$ cat config.mk
export PLATFORM = sky130hd
export DESIGN_NAME = pretrigger_capture_ring_core
export DESIGN_NICKNAME = d
export VERILOG_FILES = /design/src/hdl/pcr_pkg.sv /design/src/hdl/pcr_front.sv /design/src/hdl/pcr_queue.sv /design/src/hdl/pcr_back.sv /design/src/hdl/pretrigger_capture_ring_core.sv
export SDC_FILE = /design/constraint.sdc
export NUM_CORES = 2
export LEC_CHECK = 0
export BUFFER_PORTS_ARGS = -buffer_cell sky130_fd_sc_hd__buf_4
export CORE_ASPECT_RATIO = 1.5
export CORE_MARGIN = 1.5
export CORE_UTILIZATION = 38
export DETAILED_ROUTE_END_ITERATION = 16
export PLACE_DENSITY_LB_ADDON = 0.15
export SYNTH_ARGS = -nofsm -noshare
export SYNTH_HDL_FRONTEND = slang
export SYNTH_SLANG_ARGS = --single-unit
$ cat constraint.sdc
create_clock -name clock -period 8.89 [get_ports clock]
set_input_delay 0.889 -clock clock [delete_from_list [all_inputs] [get_ports clock]]
set_output_delay 0.889 -clock clock [all_outputs]
set_load 0.05 [all_outputs]
$ cat src/hdl/pcr_pkg.sv
// Shared types and constants of the pretrigger capture ring.
package pcr_pkg;

   // Ring depth, a power of two of at most 256, the reach of the 8-bit read address and start index.
   localparam int DEPTH = 256;
   localparam int IDX_W = $clog2(DEPTH);
   localparam logic [IDX_W-1:0] HALF_DEPTH = IDX_W'(DEPTH / 2);
   localparam logic [IDX_W-1:0] LAST_INDEX = IDX_W'(DEPTH - 1);

   // Command queue between front and back.
   localparam int QUEUE_DEPTH = 2;
   localparam int QPTR_W = $clog2(QUEUE_DEPTH);
   localparam int QCNT_W = $clog2(QUEUE_DEPTH + 1);

   // Operation codes.
   localparam logic [1:0] OP_ARM    = 2'd0;
   localparam logic [1:0] OP_STROBE = 2'd1;
   localparam logic [1:0] OP_READ   = 2'd2;

   // Trigger modes.
   localparam logic [1:0] MODE_AUTO   = 2'd0;
   localparam logic [1:0] MODE_NORMAL = 2'd1;
   localparam logic [1:0] MODE_SINGLE = 2'd2;

   typedef struct packed {
      logic [1:0] op;
      logic [7:0] sample;
      logic       trigger_edge;
      logic [7:0] read_address;
   } req_type;

   typedef struct packed {
      logic [7:0] read_data;
      logic       capturing;
      logic       capture_done;
      logic       was_triggered;
      logic [7:0] start_index;
      logic       enter_hold;
   } rsp_type;

   // Decoded command handed from front to back.
   typedef struct packed {
      logic       arm;
      logic       strobe;
      logic       read;
      logic [7:0] sample;
      logic       trigger_edge;
      logic [IDX_W-1:0] ring_addr;
   } cmd_type;

endpackage

$ cat src/hdl/pcr_front.sv
// Front end: accept request items and decode them into commands.
module pcr_front (
   input  logic             req_valid,
   input  pcr_pkg::req_type req_item,
   input  logic             queue_full,
   output logic             req_stall,
   output logic             cmd_push,
   output pcr_pkg::cmd_type cmd
);

   logic [31:0] addr_wide;

   // Fold the read address into the ring.
   assign addr_wide = 32'(req_item.read_address);

   always_comb begin
      cmd = '0;
      cmd.sample       = req_item.sample;
      cmd.trigger_edge = req_item.trigger_edge;
      cmd.ring_addr    = addr_wide[pcr_pkg::IDX_W-1:0];
      unique case (req_item.op)
         pcr_pkg::OP_ARM:    cmd.arm = 1'b1;
         pcr_pkg::OP_STROBE: cmd.strobe = 1'b1;
         pcr_pkg::OP_READ:   cmd.read = 1'b1;
         default:            cmd.arm = 1'b0; // status only
      endcase
   end

   assign req_stall = queue_full;
   assign cmd_push  = req_valid && !queue_full;

endmodule

$ cat src/hdl/pcr_queue.sv
// Short command queue between front and back.
module pcr_queue (
   input  logic             clock,
   input  logic             reset,
   input  logic             push,
   input  pcr_pkg::cmd_type push_cmd,
   input  logic             pop,
   output logic             full,
   output logic             not_empty,
   output pcr_pkg::cmd_type head_cmd
);

   pcr_pkg::cmd_type entry_ff [pcr_pkg::QUEUE_DEPTH];
   logic [pcr_pkg::QPTR_W-1:0] wr_ptr_ff, wr_ptr_in;
   logic [pcr_pkg::QPTR_W-1:0] rd_ptr_ff, rd_ptr_in;
   logic [pcr_pkg::QCNT_W-1:0] count_ff, count_in;

   assign full      = (count_ff == pcr_pkg::QCNT_W'(pcr_pkg::QUEUE_DEPTH));
   assign not_empty = (count_ff != '0);
   assign head_cmd  = entry_ff[rd_ptr_ff];

   always_comb begin
      wr_ptr_in = push ? wr_ptr_ff + 1'b1 : wr_ptr_ff;
      rd_ptr_in = pop ? rd_ptr_ff + 1'b1 : rd_ptr_ff;
      count_in  = count_ff;
      if (push && !pop) begin
         count_in = count_ff + 1'b1;
      end else if (pop && !push) begin
         count_in = count_ff - 1'b1;
      end
   end

   always_ff @(posedge clock) begin
      if (reset) begin
         wr_ptr_ff <= '0;
         rd_ptr_ff <= '0;
         count_ff  <= '0;
      end else begin
         wr_ptr_ff <= wr_ptr_in;
         rd_ptr_ff <= rd_ptr_in;
         count_ff  <= count_in;
      end
   end

   always_ff @(posedge clock) begin
      if (push) begin
         entry_ff[wr_ptr_ff] <= push_cmd;
      end
   end

endmodule

$ cat src/hdl/pcr_back.sv
// Back end: capture state, sample ring and registered result stage.
module pcr_back (
   input  logic             clock,
   input  logic             reset,
   input  logic             cmd_valid,
   input  pcr_pkg::cmd_type cmd,
   output logic             cmd_pop,
   output logic             rsp_valid,
   input  logic             rsp_stall,
   output pcr_pkg::rsp_type rsp_item,
   input  logic             csr_valid,
   output logic             csr_ready,
   input  logic [1:0]       csr_data
);

   localparam int IW = pcr_pkg::IDX_W;

   logic [7:0] ring_mem [pcr_pkg::DEPTH];

   logic [1:0]    mode_ff;
   logic [IW-1:0] write_index_ff, write_index_in;
   logic [IW-1:0] post_count_ff, post_count_in;
   logic [IW-1:0] trigger_index_ff, trigger_index_in;
   logic          running_ff, running_in;
   logic          dummy_ff, dummy_in;
   logic          pending_ff, pending_in;
   logic          triggered_ff, triggered_in;
   logic          finished_ff, finished_in;

   logic          out_valid_ff;
   logic          is_read_ff;
   logic [7:0]    read_data_ff;
   logic          capturing_ff, done_ff, was_trig_ff, hold_ff;
   logic [7:0]    start_ff;

   logic          advance;
   logic          do_strobe;
   logic          step_index;
   logic          show_trig;
   logic [IW-1:0] start_idx;
   logic [31:0]   start_wide;

   assign csr_ready = 1'b1;
   assign advance   = cmd_valid && (!out_valid_ff || !rsp_stall);
   assign cmd_pop   = advance;
   assign do_strobe = cmd.strobe && running_ff;

   always_comb begin
      write_index_in   = write_index_ff;
      post_count_in    = post_count_ff;
      trigger_index_in = trigger_index_ff;
      running_in       = running_ff;
      dummy_in         = dummy_ff;
      pending_in       = pending_ff;
      triggered_in     = triggered_ff;
      finished_in      = finished_ff;
      step_index       = 1'b0;
      if (cmd.arm) begin
         write_index_in = '0;
         dummy_in       = 1'b1;
         post_count_in  = pcr_pkg::HALF_DEPTH;
         running_in     = 1'b1;
         triggered_in   = 1'b0;
         finished_in    = 1'b0;
         pending_in     = 1'b0;
      end else if (do_strobe) begin
         pending_in = pending_ff || cmd.trigger_edge;
         if (!triggered_ff) begin
            step_index = 1'b1;
            if (pending_in && !dummy_ff) begin
               triggered_in     = 1'b1;
               trigger_index_in = write_index_ff;
            end
         end else if (post_count_ff == '0) begin
            // countdown exhausted: finish without advancing
            running_in  = 1'b0;
            finished_in = 1'b1;
         end else begin
            post_count_in = post_count_ff - 1'b1;
            step_index    = 1'b1;
         end
         if (step_index) begin
            if (write_index_ff == pcr_pkg::LAST_INDEX) begin
               write_index_in = '0;
               if (dummy_ff) begin
                  dummy_in   = 1'b0;
                  pending_in = 1'b0;
               end else if (mode_ff == pcr_pkg::MODE_AUTO) begin
                  running_in  = 1'b0;
                  finished_in = 1'b1;
               end
            end else begin
               write_index_in = write_index_ff + 1'b1;
            end
         end
      end
   end

   // Status after this item.
   assign show_trig  = finished_in && triggered_in;
   assign start_idx  = trigger_index_in - pcr_pkg::HALF_DEPTH;
   assign start_wide = 32'(start_idx);

   always_ff @(posedge clock) begin
      if (reset) begin
         mode_ff          <= pcr_pkg::MODE_AUTO;
         write_index_ff   <= '0;
         post_count_ff    <= '0;
         trigger_index_ff <= '0;
         running_ff       <= 1'b0;
         dummy_ff         <= 1'b0;
         pending_ff       <= 1'b0;
         triggered_ff     <= 1'b0;
         finished_ff      <= 1'b0;
         out_valid_ff     <= 1'b0;
      end else begin
         if (csr_valid) begin
            mode_ff <= csr_data;
         end
         if (advance) begin
            write_index_ff   <= write_index_in;
            post_count_ff    <= post_count_in;
            trigger_index_ff <= trigger_index_in;
            running_ff       <= running_in;
            dummy_ff         <= dummy_in;
            pending_ff       <= pending_in;
            triggered_ff     <= triggered_in;
            finished_ff      <= finished_in;
            out_valid_ff     <= 1'b1;
         end else if (!rsp_stall) begin
            out_valid_ff <= 1'b0;
         end
      end
   end

   // Result payload; loaded only when an item moves into the output stage.
   always_ff @(posedge clock) begin
      if (advance) begin
         is_read_ff   <= cmd.read;
         capturing_ff <= running_in;
         done_ff      <= finished_in;
         was_trig_ff  <= show_trig;
         start_ff     <= show_trig ? start_wide[7:0] : 8'd0;
         hold_ff      <= show_trig && (mode_ff == pcr_pkg::MODE_SINGLE);
      end
   end

   always_ff @(posedge clock) begin
      if (advance && do_strobe) begin
         ring_mem[write_index_ff] <= cmd.sample;
      end
   end

   always_ff @(posedge clock) begin
      if (advance && cmd.read) begin
         read_data_ff <= ring_mem[cmd.ring_addr];
      end
   end

   assign rsp_valid               = out_valid_ff;
   assign rsp_item.read_data      = is_read_ff ? read_data_ff : 8'd0;
   assign rsp_item.capturing      = capturing_ff;
   assign rsp_item.capture_done   = done_ff;
   assign rsp_item.was_triggered  = was_trig_ff;
   assign rsp_item.start_index    = start_ff;
   assign rsp_item.enter_hold     = hold_ff;

endmodule

$ cat src/hdl/pretrigger_capture_ring_core.sv
// Top level of the pretrigger capture ring.

// Capture engine for a sampling scope. Each request item is one of: arm
// (restart a capture, index to 0, one dummy pass through the ring with
// trigger edges ignored), sample strobe (store the sample at the write
// index; after the dummy pass the first pending trigger edge marks the
// trigger index and starts a half-depth post-trigger countdown), or read
// (return the stored sample at the address taken modulo the depth). Every
// item yields exactly one response item showing the status after that
// item: capturing, done, triggered, the display start index (trigger index
// minus half the depth, modulo depth) and a hold request in single-shot
// mode. The ring depth is a power of two set in the package. Items enter a
// two-entry command queue and are executed by the back end one per clock
// while no response stall holds them, so the block sustains one item per
// cycle. An accepted item is written into the queue, and its response is
// registered in the output stage as the item leaves the queue. The rate is
// set by the update of the capture state and the one write or one read of
// the sample ring per item. The ring needs no clearing after reset. Write
// the trigger mode register only while the block is idle; csr_ready is
// always high.
module pretrigger_capture_ring_core (
   input  logic             clock,
   input  logic             reset,
   // request channel
   input  logic             req_valid,
   output logic             req_stall,
   input  pcr_pkg::req_type req_item,
   // response channel
   output logic             rsp_valid,
   input  logic             rsp_stall,
   output pcr_pkg::rsp_type rsp_item,
   // trigger mode register
   input  logic             csr_valid,
   output logic             csr_ready,
   input  logic [1:0]       csr_data
);

   pcr_pkg::cmd_type front_cmd;
   pcr_pkg::cmd_type head_cmd;
   logic             cmd_push;
   logic             cmd_pop;
   logic             queue_full;
   logic             queue_not_empty;

   // Decode and accept items while the queue has room.
   pcr_front u_front (
      .req_valid  (req_valid),
      .req_item   (req_item),
      .queue_full (queue_full),
      .req_stall  (req_stall),
      .cmd_push   (cmd_push),
      .cmd        (front_cmd)
   );

   // Decouple acceptance from execution.
   pcr_queue u_queue (
      .clock     (clock),
      .reset     (reset),
      .push      (cmd_push),
      .push_cmd  (front_cmd),
      .pop       (cmd_pop),
      .full      (queue_full),
      .not_empty (queue_not_empty),
      .head_cmd  (head_cmd)
   );

   // Execute commands against the capture state and sample ring.
   pcr_back u_back (
      .clock     (clock),
      .reset     (reset),
      .cmd_valid (queue_not_empty),
      .cmd       (head_cmd),
      .cmd_pop   (cmd_pop),
      .rsp_valid (rsp_valid),
      .rsp_stall (rsp_stall),
      .rsp_item  (rsp_item),
      .csr_valid (csr_valid),
      .csr_ready (csr_ready),
      .csr_data  (csr_data)
   );

endmodule

# ---- After elaboration in Yosys (flattened, before gate mapping)
# Memories as Yosys holds them, arrays and structs flattened. A register that Yosys moved wholly into a read port is not among the register bits.
# Index checks and enable logic that the tools add are counted.
dict set report classes {
  addsub 7
  n_eq_ne 7
  muxes 59
  reduce_logical 31
}
# op count
set ops {}
lappend ops {{$mux W8} 13}
lappend ops {{$mux W1} 44}
lappend ops {{$reduce_bool A2 Y1} 6}
lappend ops {{$logic_and A1 B1 Y1} 10}
lappend ops {{$add A8 B1 Y8 const B} 1}
lappend ops {{$eq A8 B8 Y1 const B} 1}
lappend ops {{$logic_not A8 Y1} 1}
lappend ops {{$reduce_and A4 Y1} 2}
lappend ops {{$sub A8 B1 Y8 const B} 1}
lappend ops {{$sub A8 B8 Y8 const B} 1}
lappend ops {{$eq A2 B2 Y1 const B} 3}
lappend ops {{$logic_not A1 Y1} 6}
lappend ops {{$logic_not A2 Y1} 2}
lappend ops {{$mux W2} 2}
lappend ops {{$reduce_and A3 Y1} 1}
lappend ops {{$add A1 B1 Y1 const B} 2}
lappend ops {{$add A2 B1 Y2 const B} 1}
lappend ops {{$eq A2 B1 Y1 const B} 1}
lappend ops {{$logic_or A1 B1 Y1} 2}
lappend ops {{$ne A2 B1 Y1 const B} 1}
lappend ops {{$ne A2 B2 Y1 const B} 1}
lappend ops {{$reduce_and A2 Y1} 1}
lappend ops {{$sub A2 B1 Y2 const B} 1}
dict set report totals {
  reg_bits 49
  mem_bits_rw 2088
  input_bits 26
  word_cells 125
  memories 2
}
# memory words word_bits rd rd_clocked_by_memory_dff write_ports line
set mem_list {}
lappend mem_list {u_back.ring_mem 256 8 1 1 1 pcr_back.sv:18} ;# logic [7:0] ring_mem [pcr_pkg::DEPTH];
lappend mem_list {u_queue.entry_ff 2 20 1 1 1 pcr_queue.sv:13} ;# pcr_pkg::cmd_type entry_ff [pcr_pkg::QUEUE_DEPTH];

# ---- Depth between registers and ports, before layout
dict set report logic_depth {
  depth_word 11
  mapped_depth 12
  ltp_nobuf 9
}

# ---- By module
# From an unflattened synthesis, not the netlist that was laid out.
dict set report unflattened {
  cells_unflattened 4051
  hier_area_um2 83314.9
}
# mod instances cells_each area_per_inst_um2 seq_area_each_um2
set by_module_without_submodules {}
lappend by_module_without_submodules {pcr_back 1 3945 81508.2 62770.2}
lappend by_module_without_submodules {pcr_queue 1 84 1646.6 1301.2}
lappend by_module_without_submodules {pcr_front 1 22 160.2 0.0}

# ---- Worst setup path after synthesis
# No wires, ideal clock.
dict set report synth_timing {
  kind {register to register}
  start {register (tool-made name)}
  end {memory u_back.ring_mem[0][0] (data pin)}
  arrival_time_ps 3008
  required_time_ps 8335
  setup_slack_ps 5326
  stages_incl_launch_ff 6
  n_path_buf 4
  period_less_slack_ps 3564
  cell_sequence {dfxtp_1 > buf_6 > buf_4 > buf_2 > buf_1 > mux2_2}
}
# item line
set synth_rtl {}
lappend synth_rtl {{to (decl)} pcr_back.sv:18}

==> summary.md <==
| Metric | Value |
|---|---|
| Pwr Density | `approximately 300 nW/um^2` |
| CTS Buffer Depth | `4` |
| Post-synthesis register bit count | `between 2000 and 2500` |
| CP arrival | `~6.3 ns` |
| RSZ-0062 raised after global routing | `false` |
| Layout cells sized above 1 | `0.109` |
| Sw Share | `0.331` |
| Wirelength per Cell | `roughly 31 um` |
| Detail Placement HPWL | `around 150000 um` |
| Clock-pin slew on the worst setup and hold paths | `0.06 ns` |
| Post-CTS setup buffers | `0` |
| Layout net count | `~5400` |
| Pre-Repair DR Iteration Count | `5` |
| Post-Syn Instances | `5391` |
| Final setup viols | `0` |
| Total number of vias | `just under 50000` |
| Die area | `about 230000 um^2` |
| Core Box Area | `around 220000 um^2` |
| Slew margin rel. | `0.0243` |
| CP max FO | `85` |
| Area Overhead vs Synth | `11.9%` |
| Main synth FF type | `edfxtp_1` |
| Pint | `about 0.019 W` |
| DRC | `0` |
| CP Launch Type | `register` |
| CTS root buf | `clkbuf_16` |
| Final Skew | `a little over 0.05 ns` |
| Global-route wire length before repair | `between 300000 and 400000 um` |
| Num Clock Sinks | `2146` |
| Min Tclk post-route | `between 5 and 6 ns` |
| Design area | `approximately 95000 um^2` |
| Status | `complete, no violations` |
| Row count | `roughly 210` |
| Initial drt markers | `~4400` |
| Gr usage total | `0.225` |
| Critical path required time | `9.42 ns` |
| Final wirelength | `258000 um` |
| Post-synthesis sequential area ratio | `0.756` |
| Net Count, Synth | `~5400` |
| Slew Viols, Final | `0` |
| CTS Hold Bufs | `0` |
| Highest-count cells in the layout ignoring fill and taps | `edfxtp_1 (2109), nand2_1 (737), mux2i_1 (468)` |
| Synth Warn # | `0` |
| Sw power | `approximately 0.0094 W` |
| Post-place instance area | `~89000 um^2` |
| FFs w/ async S/R, synth | `0` |
| Worst vdd ir | `0.424 mV` |
| Initial antenna violation count | `7` |
| Mean Syn Cell Area | `between 15 and 20 um^2` |
| Clock power frac | `0.300` |
| Max Cap Viol | `0` |
| Routability cong. | `0.810` |
| Post-synth EDFFs | `2109` |
| # IOs | `approximately 50` |
| Die H | `around 580 um` |
| Starting Density | `0.382` |
| Leak pwr | `30.9 nW` |
| Period utilization | `0.648` |
| Final Hold Fails | `0` |
| Final ANT Viol Nets | `0` |
| # port buffers | `between 40 and 50` |
| Logic pwr share | `0.267` |
| DR vias/cell | `about 5.7` |
| Fmax achieved | `174 MHz` |
| Resized Gates After CTS | `0` |
| Most common cell after layout, fill and taps aside | `edfxtp_1` |
| TritonCTS clock tree | `done` |
| Clock latency at the later pin of the worst-skew pair | `approximately 0.86 ns` |
| GRT overflow | `0` |
| Critical path class | `reg -> reg` |
| Pin count of the biggest net entering global routing | `~170` |
| Worst-Margin Slew | `between 1 and 1.5 ns` |
| Worst Hold Class | `in -> reg` |
| CTS Buf Count | `~200` |
| Number of library cell types mapped by synthesis | `71` |
| Vias in the first global route | `between 40000 and 50000` |
| Htree depth | `4` |
| Crit end category | `register` |
| Cell area after synthesis | `84700 um^2` |
| Seq pwr share | `0.433` |
| Chip Width | `a little under 400 um` |
| Pwr Total | `0.0285 W` |
| Setup_tns | `0 ns` |
==> critical path: stages, from the launching register on <==
cell and delay [ns]:
dfxtp_2 0.73, buf_4 0.47, mux2_8 0.71, buf_4 0.37, buf_12 0.45, mux2i_1 0.27, o221ai_1 0.15, a31oi_1 0.25
nor3_1 0.20, o41ai_1 1.31, nand4_1 0.21
==> sequential cells by signal, summed over array words and instances, names as in the netlist, 2 cells and up, named ones only <==
signal	count
u_back.post_count_ff	8
u_back.read_data_ff	8
u_back.ring_mem	2048
u_back.start_ff	8
u_queue.count_ff	2
u_back.mode_ff	2
u_back.write_index_ff	8
u_queue.entry_ff	40
u_back.trigger_index_ff	8
==> cell usage after synthesis (16+ instances only) <==
library cell / instances / area share
edfxtp_1: 2109 / 0.75
nand2_1: 738 / 0.033
mux2i_1: 471 / 0.056
nand3_1: 362 / 0.021
nor2_1: 328 / 0.015
clkbuf_1: 217 / 0.0096
o221ai_1: 192 / 0.020
a31oi_1: 146 / 0.011
mux4_2: 103 / 0.027
a21oi_1: 96 / 0.0057
nor3_1: 87 / 0.0051
buf_2: 71 / 0.0042
o21ai_0: 62 / 0.0037
o22ai_1: 45 / 0.0033
buf_4: 40 / 0.0035
nand4_1: 38 / 0.0028
dfxtp_1: 37 / 0.0087
mux2_2: 24 / 0.0032
o41ai_1: 24 / 0.0025
buf_1: 23 / 0.0010
inv_1: 16 / 0.00071
==> final cells by class <==
class | count | area, um^2
Multi-Input combinational cell | 2870 | 19400
Timing Repair Buffer | 155 | 1380
Tap cell | 2889 | 3610
Antenna cell | 5 | 12.5
Clock inverter | 102 | 922
Sequential cell | 2146 | 64100
Fill cell | 19780 | 127000
Clock buffer | 260 | 5420
Inverter | 16 | 60.1
==> cell families (layout without fill, tap and decap cells) <==
family,count (synthesis),in the layout,share of synthesized area
AOI/OAI and AO/OA,634,634,0.0530
muxes,603,603,0.0871
buffers and inverters,375,533,0.0201
xor gates and xnor gates,17,17,0.00176
and+or+nand+nor,1608,1608,0.0808
other,1,6,0.0000443
adders and majority gates,7,7,0.00103
DFF,2146,2146,0.756
==> power groups by stage <==
stage / clock, W / combinational [W] / sequential, W
after CTS: 0.00868 / 0.00771 / 0.0123
after global placement: 0 / 0.00764 / 0.0126
after detailed placement: 0 / 0.00769 / 0.0126
after global routing: 0.00901 / 0.00804 / 0.0124
final: 0.00854 / 0.00762 / 0.0123
after floorplan: 0 / 0.00440 / 0.0126
==> final timing paths <==
kind / slack, ns / cells past startpoint / start / endpoint
worst max-delay path: 3.13 / 10 / register / u_back.read_data_ff[0]
worst min-delay path: 0.21 / 1 / req_item[11] / u_queue.entry_ff[1][11]
worst max register to register: 3.13 / 10 / register / u_back.read_data_ff[0]
worst min register to register: 0.49 / 2 / u_back.trigger_index_ff[1] / u_back.trigger_index_ff[1]
==> layer usage <==
| layer | vias to the layer above | track usage | wire [um] |
|---|---|---|---|
| met5 | - | 0 | 13 |
| met3 | 426 | 0.0285 | 13400 |
| met2 | 1560 | 0.390 | 130000 |
| li1 | 20900 | - | - |
| met4 | 2 | 0.103 | 13200 |
| met1 | 25123 | 0.279 | 101000 |
==> metrics by stage <==
| stage | setup WS [ns] | utilization | cells | hold WS (ns) |
|---|---|---|---|---|
| after floorplan | 5.33 | - | 5391 | 0.437 |
| after global placement | 3.02 | 0.399 | 8076 | 0.450 |
| after detailed placement | 3.26 | 0.399 | 8076 | 0.473 |
| after CTS | 3.21 | 0.427 | 8438 | 0.167 |
| after global routing | 2.94 | 0.427 | 8439 | 0.188 |
| final | 3.13 | 0.427 | 8443 | 0.212 |
Note: power is estimated with default switching activity, not from simulation.
